[config.mk]
export PLATFORM = sky130hd
export DESIGN_NAME = weighted_ensemble_fusion_top
export DESIGN_NICKNAME = d
export VERILOG_FILES = /design/src/rtl/wef_pkg.sv /design/src/rtl/wef_front.sv /design/src/rtl/wef_queue.sv /design/src/rtl/wef_div.sv /design/src/rtl/wef_back.sv /design/src/rtl/weighted_ensemble_fusion_top.sv
export SDC_FILE = /design/constraint.sdc
export NUM_CORES = 2
export LEC_CHECK = 0
export ABC_AREA = 1
export BUFFER_PORTS_ARGS = -buffer_cell sky130_fd_sc_hd__buf_2
export CAP_MARGIN = 30
export CELL_PAD_IN_SITES_DETAIL_PLACEMENT = 0
export CELL_PAD_IN_SITES_GLOBAL_PLACEMENT = 1
export CORE_MARGIN = 10
export CORE_UTILIZATION = 35
export DETAILED_ROUTE_END_ITERATION = 7
export PLACE_DENSITY = 0.6
export SLEW_MARGIN = 10
export SYNTH_ARGS = -nofsm -noshare
export SYNTH_HDL_FRONTEND = slang
export SYNTH_HIERARCHICAL = 1
export SYNTH_SLANG_ARGS = --single-unit
[constraint.sdc]
create_clock -name clk -period 8.4 [get_ports clk]
set_input_delay 0 -clock clk [delete_from_list [all_inputs] [get_ports clk]]
set_output_delay 0 -clock clk [all_outputs]
set_load 0.02 [all_outputs]
[src/rtl/wef_pkg.sv]
// ----------------------------------------------------------------------------
// wef_pkg
// Shared types, constants and codes of the weighted ensemble fusion block.
// ----------------------------------------------------------------------------
package wef_pkg;

  localparam int MAX_EXPERTS = 4;
  localparam int FRAC_BITS   = 16;
  localparam int IDX_W       = 2;
  localparam int CNT_W       = 3;
  localparam int WT_W        = 16;
  localparam int IN_W        = 18;
  localparam int VAL_W       = 17;
  localparam int ACC_W       = 36;
  localparam int WACC_W      = 19;
  localparam int DIV_W       = 50;
  localparam int TERM_W      = 33;
  localparam int QDEPTH      = 2;
  localparam int QPTR_W      = 1;
  localparam int CFG_IDX_W   = 3;
  localparam int CFG_DATA_W  = 16;

  localparam logic [VAL_W-1:0] ONE_FX  = VAL_W'(1 << FRAC_BITS);
  localparam logic [VAL_W-1:0] UNC_MAX = {VAL_W{1'b1}};

  localparam logic [CFG_IDX_W-1:0] CFG_MODE = 3'd0;
  localparam logic [CFG_IDX_W-1:0] CFG_WT0  = 3'd1;
  localparam logic [CFG_IDX_W-1:0] CFG_WT3  = 3'd4;

  localparam logic [1:0] MM_VAR = 2'd0;
  localparam logic [1:0] MM_MAD = 2'd1;

  localparam logic [1:0] ST_OK     = 2'd0;
  localparam logic [1:0] ST_NONE   = 2'd1;
  localparam logic [1:0] ST_ZERO_W = 2'd2;

  typedef struct packed {
    logic [VAL_W-1:0] mean;
    logic [VAL_W-1:0] unc;
    logic [WT_W-1:0]  wt;
    logic             avail;
    logic             last;
  } item_t;

  typedef enum logic [3:0] {
    S_IDLE, S_CHECK, S_MEAN_GO, S_MEAN_WT, S_UNC_GO, S_UNC_WT,
    S_SQ, S_ACC, S_DIS_GO, S_DIS_WT, S_RANGE, S_DONE
  } be_state_t;

endpackage

[src/rtl/wef_front.sv]
// ----------------------------------------------------------------------------
// wef_front
// Configuration registers, input capture and clipping of each prediction.
// ----------------------------------------------------------------------------
module wef_front (
  input  logic                                 clk,
  input  logic                                 rst_n,
  input  logic                                 cfg_valid,
  output logic                                 cfg_ready,
  input  logic [wef_pkg::CFG_IDX_W-1:0]        cfg_index,
  input  logic [wef_pkg::CFG_DATA_W-1:0]       cfg_data,
  input  logic                                 push_ok,
  input  logic                                 start,
  input  logic [wef_pkg::IDX_W-1:0]            in_expert_index,
  input  logic signed [wef_pkg::IN_W-1:0]      in_pred_mean,
  input  logic signed [wef_pkg::IN_W-1:0]      in_pred_uncertainty,
  input  logic                                 in_available,
  input  logic                                 in_last_item,
  output logic                                 push,
  output wef_pkg::item_t                       item,
  output logic [1:0]                           metric_mode
);

  logic [1:0]                 mode_r;
  logic [wef_pkg::WT_W-1:0]   wt_r [wef_pkg::MAX_EXPERTS];

  assign cfg_ready   = 1'b1;
  assign metric_mode = mode_r;
  assign push        = start && push_ok;

  always_ff @(posedge clk) begin
    if (!rst_n) begin
      mode_r <= wef_pkg::MM_VAR;
      for (int i = 0; i < wef_pkg::MAX_EXPERTS; i++) wt_r[i] <= wef_pkg::WT_W'(1);
    end else if (cfg_valid) begin
      if (cfg_index == wef_pkg::CFG_MODE) begin
        mode_r <= cfg_data[1:0];
      end else if (cfg_index >= wef_pkg::CFG_WT0 && cfg_index <= wef_pkg::CFG_WT3) begin
        wt_r[wef_pkg::IDX_W'(cfg_index - wef_pkg::CFG_WT0)] <= cfg_data;
      end
    end
  end

  always_comb begin
    if (in_pred_mean < 0) begin
      item.mean = '0;
    end else if (in_pred_mean > $signed({1'b0, wef_pkg::ONE_FX})) begin
      item.mean = wef_pkg::ONE_FX;
    end else begin
      item.mean = in_pred_mean[wef_pkg::VAL_W-1:0];
    end
    item.unc   = in_pred_uncertainty[wef_pkg::IN_W-1] ? '0
               : in_pred_uncertainty[wef_pkg::VAL_W-1:0];
    item.wt    = wt_r[in_expert_index];
    item.avail = in_available;
    item.last  = in_last_item;
  end

endmodule

[src/rtl/wef_queue.sv]
// ----------------------------------------------------------------------------
// wef_queue
// Short queue of clipped predictions between front and back.
// ----------------------------------------------------------------------------
module wef_queue (
  input  logic           clk,
  input  logic           rst_n,
  input  logic           push,
  input  wef_pkg::item_t push_item,
  input  logic           pop,
  output wef_pkg::item_t pop_item,
  output logic           empty,
  output logic           full
);

  wef_pkg::item_t                mem_r [wef_pkg::QDEPTH];
  logic [wef_pkg::QPTR_W-1:0]    wp_r, rp_r;
  logic [wef_pkg::QPTR_W:0]      cnt_r;

  assign empty    = (cnt_r == '0);
  assign full     = (cnt_r == (wef_pkg::QPTR_W+1)'(wef_pkg::QDEPTH));
  assign pop_item = mem_r[rp_r];

  always_ff @(posedge clk) begin
    if (push) mem_r[wp_r] <= push_item;
  end

  always_ff @(posedge clk) begin
    if (!rst_n) begin
      wp_r  <= '0;
      rp_r  <= '0;
      cnt_r <= '0;
    end else begin
      if (push) wp_r <= wp_r + 1'b1;
      if (pop)  rp_r <= rp_r + 1'b1;
      if (push && !pop)      cnt_r <= cnt_r + 1'b1;
      else if (pop && !push) cnt_r <= cnt_r - 1'b1;
    end
  end

endmodule

[src/rtl/wef_div.sv]
// ----------------------------------------------------------------------------
// wef_div
// Restoring divider, one quotient bit per cycle.
// ----------------------------------------------------------------------------
module wef_div (
  input  logic                          clk,
  input  logic                          rst_n,
  input  logic                          start,
  input  logic [wef_pkg::DIV_W-1:0]     dividend,
  input  logic [wef_pkg::WACC_W-1:0]    divisor,
  output logic                          done,
  output logic [wef_pkg::DIV_W-1:0]     quotient
);

  localparam int CW = $clog2(wef_pkg::DIV_W);

  logic [wef_pkg::DIV_W-1:0]  quo_r, quo_nxt;
  logic [wef_pkg::WACC_W-1:0] rem_r, rem_nxt, dvs_r;
  logic [CW-1:0]              cnt_r;
  logic                       run_r, done_r;
  logic [wef_pkg::WACC_W:0]   shifted, diff;
  logic                       ge;

  assign done     = done_r;
  assign quotient = quo_r;

  always_comb begin
    shifted = {rem_r, quo_r[wef_pkg::DIV_W-1]};
    ge      = shifted >= {1'b0, dvs_r};
    diff    = shifted - {1'b0, dvs_r};
    rem_nxt = ge ? diff[wef_pkg::WACC_W-1:0] : shifted[wef_pkg::WACC_W-1:0];
    quo_nxt = {quo_r[wef_pkg::DIV_W-2:0], ge};
  end

  always_ff @(posedge clk) begin
    if (start) begin
      quo_r <= dividend;
      rem_r <= '0;
      dvs_r <= divisor;
    end else if (run_r) begin
      quo_r <= quo_nxt;
      rem_r <= rem_nxt;
    end
  end

  always_ff @(posedge clk) begin
    if (!rst_n) begin
      run_r  <= 1'b0;
      done_r <= 1'b0;
      cnt_r  <= '0;
    end else begin
      done_r <= 1'b0;
      if (start) begin
        run_r <= 1'b1;
        cnt_r <= '0;
      end else if (run_r) begin
        cnt_r <= cnt_r + 1'b1;
        if (cnt_r == CW'(wef_pkg::DIV_W - 1)) begin
          run_r  <= 1'b0;
          done_r <= 1'b1;
        end
      end
    end
  end

endmodule

[src/rtl/wef_back.sv]
// ----------------------------------------------------------------------------
// wef_back
// Accumulation, final divides, disagreement pass and result register.
// ----------------------------------------------------------------------------
module wef_back (
  input  logic                          clk,
  input  logic                          rst_n,
  input  logic                          q_empty,
  input  wef_pkg::item_t                q_item,
  output logic                          pop,
  input  logic [1:0]                    metric_mode,
  output logic                          out_valid,
  output logic [wef_pkg::VAL_W-1:0]     out_fused_value,
  output logic [wef_pkg::VAL_W-1:0]     out_fused_uncertainty,
  output logic [wef_pkg::VAL_W-1:0]     out_disagreement,
  output logic [wef_pkg::CNT_W-1:0]     out_active_count,
  output logic [1:0]                    out_status
);

  localparam int ME = wef_pkg::MAX_EXPERTS;
  localparam int XW = $clog2(ME);

  wef_pkg::be_state_t st_r, st_nxt;

  logic [wef_pkg::VAL_W-1:0]  means_r [ME];
  logic [wef_pkg::WT_W-1:0]   wts_r   [ME];
  logic [wef_pkg::CNT_W-1:0]  cnt_r, cnt_nxt;
  logic [wef_pkg::ACC_W-1:0]  macc_r, macc_nxt, uacc_r, uacc_nxt;
  logic [wef_pkg::WACC_W-1:0] wacc_r, wacc_nxt;
  logic [wef_pkg::DIV_W-1:0]  dacc_r, dacc_nxt;
  logic [wef_pkg::TERM_W-1:0] term_r, term_nxt;
  logic [wef_pkg::VAL_W-1:0]  mean_r, mean_nxt, unc_r, unc_nxt, dis_r, dis_nxt;
  logic [XW-1:0]              idx_r, idx_nxt;
  logic                       store, wr_en;

  logic                       ov_r, ov_nxt;
  logic [wef_pkg::VAL_W-1:0]  ofv_r, ofv_nxt, ofu_r, ofu_nxt, odis_r, odis_nxt;
  logic [wef_pkg::CNT_W-1:0]  ocnt_r, ocnt_nxt;
  logic [1:0]                 ost_r, ost_nxt;

  logic                       div_start, div_done;
  logic [wef_pkg::DIV_W-1:0]  div_dnd, div_q, vq;
  logic [wef_pkg::TERM_W-1:0] pm, pu;
  logic [wef_pkg::VAL_W-1:0]  dabs, lo, hi;
  logic [2*wef_pkg::VAL_W-1:0] dsq;
  logic [wef_pkg::TERM_W+wef_pkg::WT_W-1:0] pw;

  wef_div u_div (
    .clk      (clk),
    .rst_n    (rst_n),
    .start    (div_start),
    .dividend (div_dnd),
    .divisor  (wacc_r),
    .done     (div_done),
    .quotient (div_q)
  );

  assign out_valid             = ov_r;
  assign out_fused_value       = ofv_r;
  assign out_fused_uncertainty = ofu_r;
  assign out_disagreement      = odis_r;
  assign out_active_count      = ocnt_r;
  assign out_status            = ost_r;

  always_ff @(posedge clk) begin
    if (wr_en) begin
      means_r[cnt_r[XW-1:0]] <= q_item.mean;
      wts_r[cnt_r[XW-1:0]]   <= q_item.wt;
    end
  end

  always_comb begin
    pm   = q_item.wt * q_item.mean;
    pu   = q_item.wt * q_item.unc;
    dabs = (means_r[idx_r] >= mean_r) ? means_r[idx_r] - mean_r : mean_r - means_r[idx_r];
    dsq  = dabs * dabs;
    pw   = wts_r[idx_r] * term_r;
    vq   = div_q >> wef_pkg::FRAC_BITS;
    lo   = means_r[0];
    hi   = means_r[0];
    for (int i = 1; i < ME; i++) begin
      if (wef_pkg::CNT_W'(i) < cnt_r) begin
        if (means_r[i] < lo) lo = means_r[i];
        if (means_r[i] > hi) hi = means_r[i];
      end
    end
  end

  always_comb begin
    st_nxt    = st_r;
    cnt_nxt   = cnt_r;
    macc_nxt  = macc_r;
    uacc_nxt  = uacc_r;
    wacc_nxt  = wacc_r;
    dacc_nxt  = dacc_r;
    term_nxt  = term_r;
    mean_nxt  = mean_r;
    unc_nxt   = unc_r;
    dis_nxt   = dis_r;
    idx_nxt   = idx_r;
    ov_nxt    = 1'b0;
    ofv_nxt   = ofv_r;
    ofu_nxt   = ofu_r;
    odis_nxt  = odis_r;
    ocnt_nxt  = ocnt_r;
    ost_nxt   = ost_r;
    pop       = 1'b0;
    wr_en     = 1'b0;
    store     = 1'b0;
    div_start = 1'b0;
    div_dnd   = '0;
    case (st_r)
      wef_pkg::S_IDLE: begin
        if (!q_empty) begin
          pop   = 1'b1;
          store = q_item.avail && (cnt_r < wef_pkg::CNT_W'(ME));
          if (store) begin
            wr_en    = 1'b1;
            cnt_nxt  = cnt_r + 1'b1;
            macc_nxt = macc_r + wef_pkg::ACC_W'(pm);
            uacc_nxt = uacc_r + wef_pkg::ACC_W'(pu);
            wacc_nxt = wacc_r + wef_pkg::WACC_W'(q_item.wt);
          end
          if (q_item.last) st_nxt = wef_pkg::S_CHECK;
        end
      end
      wef_pkg::S_CHECK: begin
        if (cnt_r == '0 || wacc_r == '0) begin
          ov_nxt   = 1'b1;
          ofv_nxt  = '0;
          ofu_nxt  = '0;
          odis_nxt = '0;
          ocnt_nxt = cnt_r;
          ost_nxt  = wef_pkg::ST_ZERO_W;
          if (cnt_r == '0) ost_nxt = wef_pkg::ST_NONE;
          cnt_nxt  = '0;
          macc_nxt = '0;
          uacc_nxt = '0;
          wacc_nxt = '0;
          st_nxt   = wef_pkg::S_IDLE;
        end else begin
          st_nxt = wef_pkg::S_MEAN_GO;
        end
      end
      wef_pkg::S_MEAN_GO: begin
        div_start = 1'b1;
        div_dnd   = wef_pkg::DIV_W'(macc_r);
        st_nxt    = wef_pkg::S_MEAN_WT;
      end
      wef_pkg::S_MEAN_WT: begin
        if (div_done) begin
          mean_nxt = (div_q > wef_pkg::DIV_W'(wef_pkg::ONE_FX)) ? wef_pkg::ONE_FX
                   : div_q[wef_pkg::VAL_W-1:0];
          st_nxt   = wef_pkg::S_UNC_GO;
        end
      end
      wef_pkg::S_UNC_GO: begin
        div_start = 1'b1;
        div_dnd   = wef_pkg::DIV_W'(uacc_r);
        st_nxt    = wef_pkg::S_UNC_WT;
      end
      wef_pkg::S_UNC_WT: begin
        if (div_done) begin
          unc_nxt  = (div_q > wef_pkg::DIV_W'(wef_pkg::UNC_MAX)) ? wef_pkg::UNC_MAX
                   : div_q[wef_pkg::VAL_W-1:0];
          idx_nxt  = '0;
          dacc_nxt = '0;
          if (metric_mode == wef_pkg::MM_VAR || metric_mode == wef_pkg::MM_MAD) begin
            st_nxt = wef_pkg::S_SQ;
          end else begin
            st_nxt = wef_pkg::S_RANGE;
          end
        end
      end
      wef_pkg::S_SQ: begin
        term_nxt = (metric_mode == wef_pkg::MM_VAR) ? dsq[wef_pkg::TERM_W-1:0]
                 : wef_pkg::TERM_W'(dabs);
        st_nxt   = wef_pkg::S_ACC;
      end
      wef_pkg::S_ACC: begin
        dacc_nxt = dacc_r + wef_pkg::DIV_W'(pw);
        idx_nxt  = idx_r + 1'b1;
        if (wef_pkg::CNT_W'(idx_r) == cnt_r - 1'b1) begin
          st_nxt = wef_pkg::S_DIS_GO;
        end else begin
          st_nxt = wef_pkg::S_SQ;
        end
      end
      wef_pkg::S_DIS_GO: begin
        div_start = 1'b1;
        div_dnd   = dacc_r;
        st_nxt    = wef_pkg::S_DIS_WT;
      end
      wef_pkg::S_DIS_WT: begin
        if (div_done) begin
          if (metric_mode == wef_pkg::MM_VAR) begin
            dis_nxt = (vq > wef_pkg::DIV_W'(wef_pkg::ONE_FX)) ? wef_pkg::ONE_FX
                    : vq[wef_pkg::VAL_W-1:0];
          end else begin
            dis_nxt = (div_q > wef_pkg::DIV_W'(wef_pkg::ONE_FX)) ? wef_pkg::ONE_FX
                    : div_q[wef_pkg::VAL_W-1:0];
          end
          st_nxt = wef_pkg::S_DONE;
        end
      end
      wef_pkg::S_RANGE: begin
        dis_nxt = (hi - lo > wef_pkg::ONE_FX) ? wef_pkg::ONE_FX : hi - lo;
        st_nxt  = wef_pkg::S_DONE;
      end
      wef_pkg::S_DONE: begin
        ov_nxt   = 1'b1;
        ofv_nxt  = mean_r;
        ofu_nxt  = unc_r;
        odis_nxt = dis_r;
        ocnt_nxt = cnt_r;
        ost_nxt  = wef_pkg::ST_OK;
        cnt_nxt  = '0;
        macc_nxt = '0;
        uacc_nxt = '0;
        wacc_nxt = '0;
        st_nxt   = wef_pkg::S_IDLE;
      end
      default: begin
        st_nxt = wef_pkg::S_IDLE;
      end
    endcase
  end

  always_ff @(posedge clk) begin
    if (!rst_n) begin
      st_r   <= wef_pkg::S_IDLE;
      cnt_r  <= '0;
      macc_r <= '0;
      uacc_r <= '0;
      wacc_r <= '0;
      ov_r   <= 1'b0;
    end else begin
      st_r   <= st_nxt;
      cnt_r  <= cnt_nxt;
      macc_r <= macc_nxt;
      uacc_r <= uacc_nxt;
      wacc_r <= wacc_nxt;
      ov_r   <= ov_nxt;
    end
  end

  always_ff @(posedge clk) begin
    dacc_r <= dacc_nxt;
    term_r <= term_nxt;
    mean_r <= mean_nxt;
    unc_r  <= unc_nxt;
    dis_r  <= dis_nxt;
    idx_r  <= idx_nxt;
    ofv_r  <= ofv_nxt;
    ofu_r  <= ofu_nxt;
    odis_r <= odis_nxt;
    ocnt_r <= ocnt_nxt;
    ost_r  <= ost_nxt;
  end

endmodule

[src/rtl/weighted_ensemble_fusion_top.sv]
// ----------------------------------------------------------------------------
// weighted_ensemble_fusion_top
// Fuses up to four expert predictions into mean, uncertainty and spread.
// ----------------------------------------------------------------------------
// A transaction is taken when start is high and busy is low; busy rises only
// while the two-entry queue in front of the arithmetic is full. An item that
// does not close a set is taken by the back end in its idle state. A set-closing
// item holds the back end through the check state, the mean and uncertainty
// divides, then either a deviation pass and a spread divide for variance or
// absolute deviation, or the range step for range, and the result register.
// Each divide runs on the shared bit-serial divider (launch, 50-bit quotient,
// completion); the deviation pass takes a square and an accumulate step per
// stored prediction. An empty set or a zero weight sum is reported straight
// from the check state. The result is shown for one cycle on out_valid, in the
// cycle after the back end finishes, and cannot be stalled.
module weighted_ensemble_fusion_top (
  input  logic                                 clk,
  input  logic                                 rst_n,
  input  logic                                 cfg_valid,
  output logic                                 cfg_ready,
  input  logic [wef_pkg::CFG_IDX_W-1:0]        cfg_index,
  input  logic [wef_pkg::CFG_DATA_W-1:0]       cfg_data,
  input  logic                                 start,
  output logic                                 busy,
  input  logic [wef_pkg::IDX_W-1:0]            in_expert_index,
  input  logic signed [wef_pkg::IN_W-1:0]      in_pred_mean,
  input  logic signed [wef_pkg::IN_W-1:0]      in_pred_uncertainty,
  input  logic                                 in_available,
  input  logic                                 in_last_item,
  output logic                                 out_valid,
  output logic [wef_pkg::VAL_W-1:0]            out_fused_value,
  output logic [wef_pkg::VAL_W-1:0]            out_fused_uncertainty,
  output logic [wef_pkg::VAL_W-1:0]            out_disagreement,
  output logic [wef_pkg::CNT_W-1:0]            out_active_count,
  output logic [1:0]                           out_status
);

  wef_pkg::item_t push_item, pop_item;
  logic           push, pop, q_empty, q_full;
  logic [1:0]     metric_mode;

  assign busy = q_full;

  wef_front u_front (
    .clk                 (clk),
    .rst_n               (rst_n),
    .cfg_valid           (cfg_valid),
    .cfg_ready           (cfg_ready),
    .cfg_index           (cfg_index),
    .cfg_data            (cfg_data),
    .push_ok             (!q_full),
    .start               (start),
    .in_expert_index     (in_expert_index),
    .in_pred_mean        (in_pred_mean),
    .in_pred_uncertainty (in_pred_uncertainty),
    .in_available        (in_available),
    .in_last_item        (in_last_item),
    .push                (push),
    .item                (push_item),
    .metric_mode         (metric_mode)
  );

  wef_queue u_queue (
    .clk       (clk),
    .rst_n     (rst_n),
    .push      (push),
    .push_item (push_item),
    .pop       (pop),
    .pop_item  (pop_item),
    .empty     (q_empty),
    .full      (q_full)
  );

  wef_back u_back (
    .clk                   (clk),
    .rst_n                 (rst_n),
    .q_empty               (q_empty),
    .q_item                (pop_item),
    .pop                   (pop),
    .metric_mode           (metric_mode),
    .out_valid             (out_valid),
    .out_fused_value       (out_fused_value),
    .out_fused_uncertainty (out_fused_uncertainty),
    .out_disagreement      (out_disagreement),
    .out_active_count      (out_active_count),
    .out_status            (out_status)
  );

endmodule

==> metrics.txt <==
# TYPE chip_impl_metric gauge
chip_impl_info{name="outcome",value="complete, no violations"} 1
chip_impl_metric{name="post_synth_mux_area_share",unit=""} 0.0104
chip_impl_metric{name="number_of_core_rows",unit=""} 177
chip_impl_metric{name="final_nets",unit=""} 12200
chip_impl_metric{name="fmax",unit="MHz"} 121
chip_impl_info{name="grt_setup_unrepaired",value="yes"} 1
chip_impl_metric{name="yosys_register_bits",unit=""} 696
chip_impl_metric{name="grt.total_usage",unit=""} 0.222
chip_impl_metric{name="place.detailed.hpwl",unit="mm"} 233
chip_impl_info{name="synth_largest_area_cell",value="sky130_fd_sc_hd__fa_1"} 1
chip_impl_metric{name="synth_cell_type_count",unit=""} 76
chip_impl_metric{name="ant_nets",unit=""} 0
chip_impl_metric{name="regToRegSetupSlack",unit="ns"} 0.11
chip_impl_metric{name="first_global_vias",unit=""} 69000
chip_impl_metric{name="dr_wl_met2",unit="mm"} 137
chip_impl_metric{name="synth_compound_area_frac",unit=""} 0.0771
chip_impl_metric{name="grt_start_max_net_pins",unit=""} 73
chip_impl_info{name="synth_top_cells_by_count",value="2250 x sky130_fd_sc_hd__inv_1, 2162 x sky130_fd_sc_hd__nand2_1, 1160 x sky130_fd_sc_hd__fa_1"} 1
chip_impl_metric{name="die_width",unit="um"} 504
chip_impl_metric{name="synth_nets",unit=""} 11600
chip_impl_metric{name="hold-worst-slack",unit="ns"} 0.0680
chip_impl_metric{name="synthXorXnorAreaFrac",unit=""} 0.0100
chip_impl_info{name="crit_type",value="flip-flop to flip-flop"} 1
chip_impl_info{name="cts_tree",value="yes"} 1
chip_impl_info{name="ctsRootBufferMaster",value="sky130_fd_sc_hd__clkbuf_16"} 1
chip_impl_metric{name="clk_transition_reported_paths",unit="ns"} 0.06
chip_impl_metric{name="crit_path_max_fanout",unit=""} 6
chip_impl_info{name="crit_path_frequent_cell",value="sky130_fd_sc_hd__fa_1"} 1
chip_impl_info{name="min_path_type",value="input port to flip-flop"} 1
chip_impl_metric{name="fillerInstances",unit=""} 23600
chip_impl_metric{name="timing.clock.skew",unit="ns"} 0.0504
chip_impl_info{name="dominantRegCellSynth",value="sky130_fd_sc_hd__edfxtp_1"} 1
chip_impl_metric{name="floorplan.initialDensity",unit=""} 0.352
chip_impl_metric{name="synthSimpleGateAreaFrac",unit=""} 0.162
chip_impl_metric{name="worst_slew_slack_as_a_fraction_of_its_limit",unit=""} 0.359
chip_impl_metric{name="clock-sinks",unit=""} 696
chip_impl_info{name="dominant_combinational_cell_family_by_area_after_synthesis",value="adder cells"} 1
chip_impl_metric{name="report.final.setup_viol",unit=""} 0
chip_impl_metric{name="clk_latency",unit="ns"} 0.72
chip_impl_metric{name="cp.arrival",unit="ns"} 8.73
chip_impl_metric{name="final_period_minus_worst_setup_slack",unit="ns"} 8.29
chip_impl_metric{name="synth.top_cell.area_share",unit=""} 0.283
chip_impl_info{name="cpMaxStageDelayCell",value="sky130_fd_sc_hd__fa_1"} 1
chip_impl_metric{name="post_route_cells_drive_above_1_share",unit=""} 0.139
chip_impl_metric{name="clock_tree.htree_level_count",unit=""} 3
chip_impl_metric{name="cts.path.max_buffers",unit=""} 3
chip_impl_info{name="critical_path.startpoint_type",value="flip-flop"} 1
chip_impl_metric{name="die_height",unit="um"} 504
chip_impl_metric{name="remaining_drc_errors",unit=""} 0
chip_impl_metric{name="grt_first_pass_wirelength",unit="mm"} 434
chip_impl_metric{name="synthArstFlopShare",unit=""} 0
chip_impl_metric{name="drt_iter0_drc",unit=""} 4242
chip_impl_metric{name="drtPass1Iterations",unit=""} 5
chip_impl_metric{name="worstPathRequired",unit="ns"} 8.84
chip_impl_metric{name="core_area",unit="um^2"} 233000
chip_impl_metric{name="routed_wirelength",unit="mm"} 289
chip_impl_metric{name="post-route-period-util",unit=""} 0.986
chip_impl_metric{name="met1Wirelength",unit="mm"} 127
chip_impl_metric{name="netlist_instances",unit=""} 9711
chip_impl_metric{name="synth_enable_flop_cells",unit=""} 561
chip_impl_metric{name="critPathMaxStageDelay",unit="ns"} 0.58
chip_impl_metric{name="design.portCount",unit=""} 122
chip_impl_metric{name="number_of_warnings_reported_in_the_yosys_synthesis_log",unit=""} 6
chip_impl_info{name="crit_path_end_kind",value="flip-flop"} 1
chip_impl_metric{name="seq_area",unit="um^2"} 19600
chip_impl_metric{name="port_buffers",unit=""} 120
chip_impl_metric{name="vias_per_cell",unit=""} 4.90
chip_impl_metric{name="area_growth_syn_to_layout",unit="%"} 17.5
chip_impl_metric{name="post_synth.cell_area_avg",unit="um^2"} 8.45
chip_impl_metric{name="fp.dieArea",unit="um^2"} 254000
chip_impl_metric{name="sequential_area_share_after_synthesis",unit=""} 0.238
chip_impl_metric{name="report.final.slew_viol_count",unit=""} 0
chip_impl_metric{name="final_hold_viol_count",unit=""} 0
chip_impl_metric{name="drt-wirelength-per-cell",unit="um"} 21.3
chip_impl_metric{name="multi_input_area",unit="um^2"} 53900
chip_impl_metric{name="detailroute.wirelength.met3",unit="mm"} 14.5
chip_impl_info{name="dominant_cell_by_count_in_the_synthesized_netlist",value="sky130_fd_sc_hd__inv_1"} 1
chip_impl_metric{name="grt_overflow",unit=""} 0
chip_impl_metric{name="grt_antenna_before_repair",unit=""} 15
chip_impl_metric{name="worst_slew_pin_slew",unit="ns"} 0.961
chip_impl_metric{name="cts_inserted_buffers",unit=""} 85
chip_impl_metric{name="synth_fa_ha_area_frac",unit=""} 0.377
chip_impl_metric{name="synth_area",unit="um^2"} 82000
chip_impl_metric{name="drv_cap",unit=""} 0
chip_impl_metric{name="via_count",unit=""} 66300
chip_impl_info{name="highest_layer",value="met4"} 1
chip_impl_info{name="top_cells_by_area_in_the_synthesized_netlist",value="sky130_fd_sc_hd__fa_1 28%, sky130_fd_sc_hd__edfxtp_1 21%, sky130_fd_sc_hd__inv_1 10%"} 1
chip_impl_metric{name="final_wtd_congestion",unit=""} 0.933
-- sequential cells by signal, summed over array words and instances, names as in the netlist, 19 cells and up, named ones only --
signal and flops:
u_queue/mem_r 104, u_back/u_div/rem_r 19, u_back/wts_r 64, u_back/dacc_r 50, u_back/wacc_r 19, u_back/means_r 68
u_back/u_div/dvs_r 19, u_back/term_r 33, u_back/macc_r 36, u_back/uacc_r 36, u_front/wt_r 64, u_back/u_div/quotient 50
-- final cells by class --
| cell class | count | area share |
|---|---|---|
| flip-flops and latches | 696 | 0.203 |
| inverters | 2281 | 0.0890 |
| clock buffers | 118 | 0.0254 |
| multi-input cells | 6347 | 0.559 |
| diodes | 6 | 0.000156 |
| well taps | 3132 | 0.0407 |
| clock inverters | 41 | 0.00388 |
| repair buffers | 921 | 0.0791 |
-- layer usage --
| layer | vias up | GRT usage |
|---|---|---|
| met5 | - | 0 |
| met4 | 0 | 0.0661 |
| met3 | 390 | 0.0245 |
| met2 | 1704 | 0.372 |
| met1 | 33300 | 0.301 |
| li1 | 31000 | - |
-- kinds of logic (layout without fill, tap and decap cells) --
logic type	count (synthesis)	in the layout
other	1	7
AND/OR/NAND/NOR	3288	3288
adder cells (fa/ha/maj)	1778	1778
AO/OA/AOI/OAI	1134	1137
flip-flops	696	696
buffers and inverters	2671	3361
XOR/XNOR	84	84
multiplexers	59	59
-- layout by cell type, fill, tap and decap left out, types with 46 or more instances in the layout --
master / netlist / layout
sky130_fd_sc_hd__dlygate4sd3_1: 0 / 66
sky130_fd_sc_hd__o21ai_0: 345 / 297
sky130_fd_sc_hd__mux2_4: 50 / 51
sky130_fd_sc_hd__inv_2: 21 / 51
sky130_fd_sc_hd__ha_1: 618 / 588
sky130_fd_sc_hd__nand3_1: 186 / 182
sky130_fd_sc_hd__a21oi_1: 516 / 474
sky130_fd_sc_hd__nand2_1: 2162 / 2127
sky130_fd_sc_hd__o21ai_1: 26 / 54
sky130_fd_sc_hd__dfxtp_1: 135 / 133
sky130_fd_sc_hd__edfxtp_1: 561 / 561
sky130_fd_sc_hd__nor3_1: 81 / 77
sky130_fd_sc_hd__clkbuf_16: 0 / 93
sky130_fd_sc_hd__xor2_1: 46 / 46
sky130_fd_sc_hd__nor2_1: 683 / 635
sky130_fd_sc_hd__buf_2: 15 / 120
sky130_fd_sc_hd__fa_1: 1160 / 1149
sky130_fd_sc_hd__buf_4: 10 / 654
sky130_fd_sc_hd__inv_1: 2250 / 2213
-- worst paths after layout --
check	from	end	cells after the start
min reg2reg	u_back/uacc_r[8]	u_back/uacc_r[8]	2
min	cfg_index[2]	u_front/wt_r[2][4]	6
max	flip-flop	u_back/term_r[31]	36
max reg2reg	flip-flop	u_back/term_r[31]	36
-- repair_timing --
action | 4_1_cts | 5_1_grt
setup buffers | 15 | 53
hold endpoints to repair | 181 | 0
gates resized for setup | 84 | 329
hold buffers | 66 | 0
cloned | 3 | 8
pin swaps | 30 | 120
endpoints found under the setup margin | 18 | 36
-- critical path: cells and delay by family (launching register included) --
kind | cells | cell delay (ns)
buf+inv | 10 | 1.14
compound gates | 11 | 1.91
fa+ha+maj | 8 | 3.70
xor+xnor | 1 | 0.19
simple gates | 6 | 0.67
flops | 1 | 0.43
-- per-stage QoR --
step,setup WS (ns),setup TNS (ns),util,std cells,area [um^2]
6_report,0.114,0,0.414,13500,96400
5_1_grt,-0.244,-1.92,0.414,13500,96400
4_1_cts,0.0127,0,0.405,13500,94400
3_5_place_dp,-0.461,-4.48,0.388,13200,90400
3_3_place_gp,-0.547,-5.02,0.387,13200,90100
2_1_floorplan,0.0217,0,-,9711,82100
Power is not shown: default switching activity piles up to over one toggle a cycle in this logic, so the estimate is an artifact.
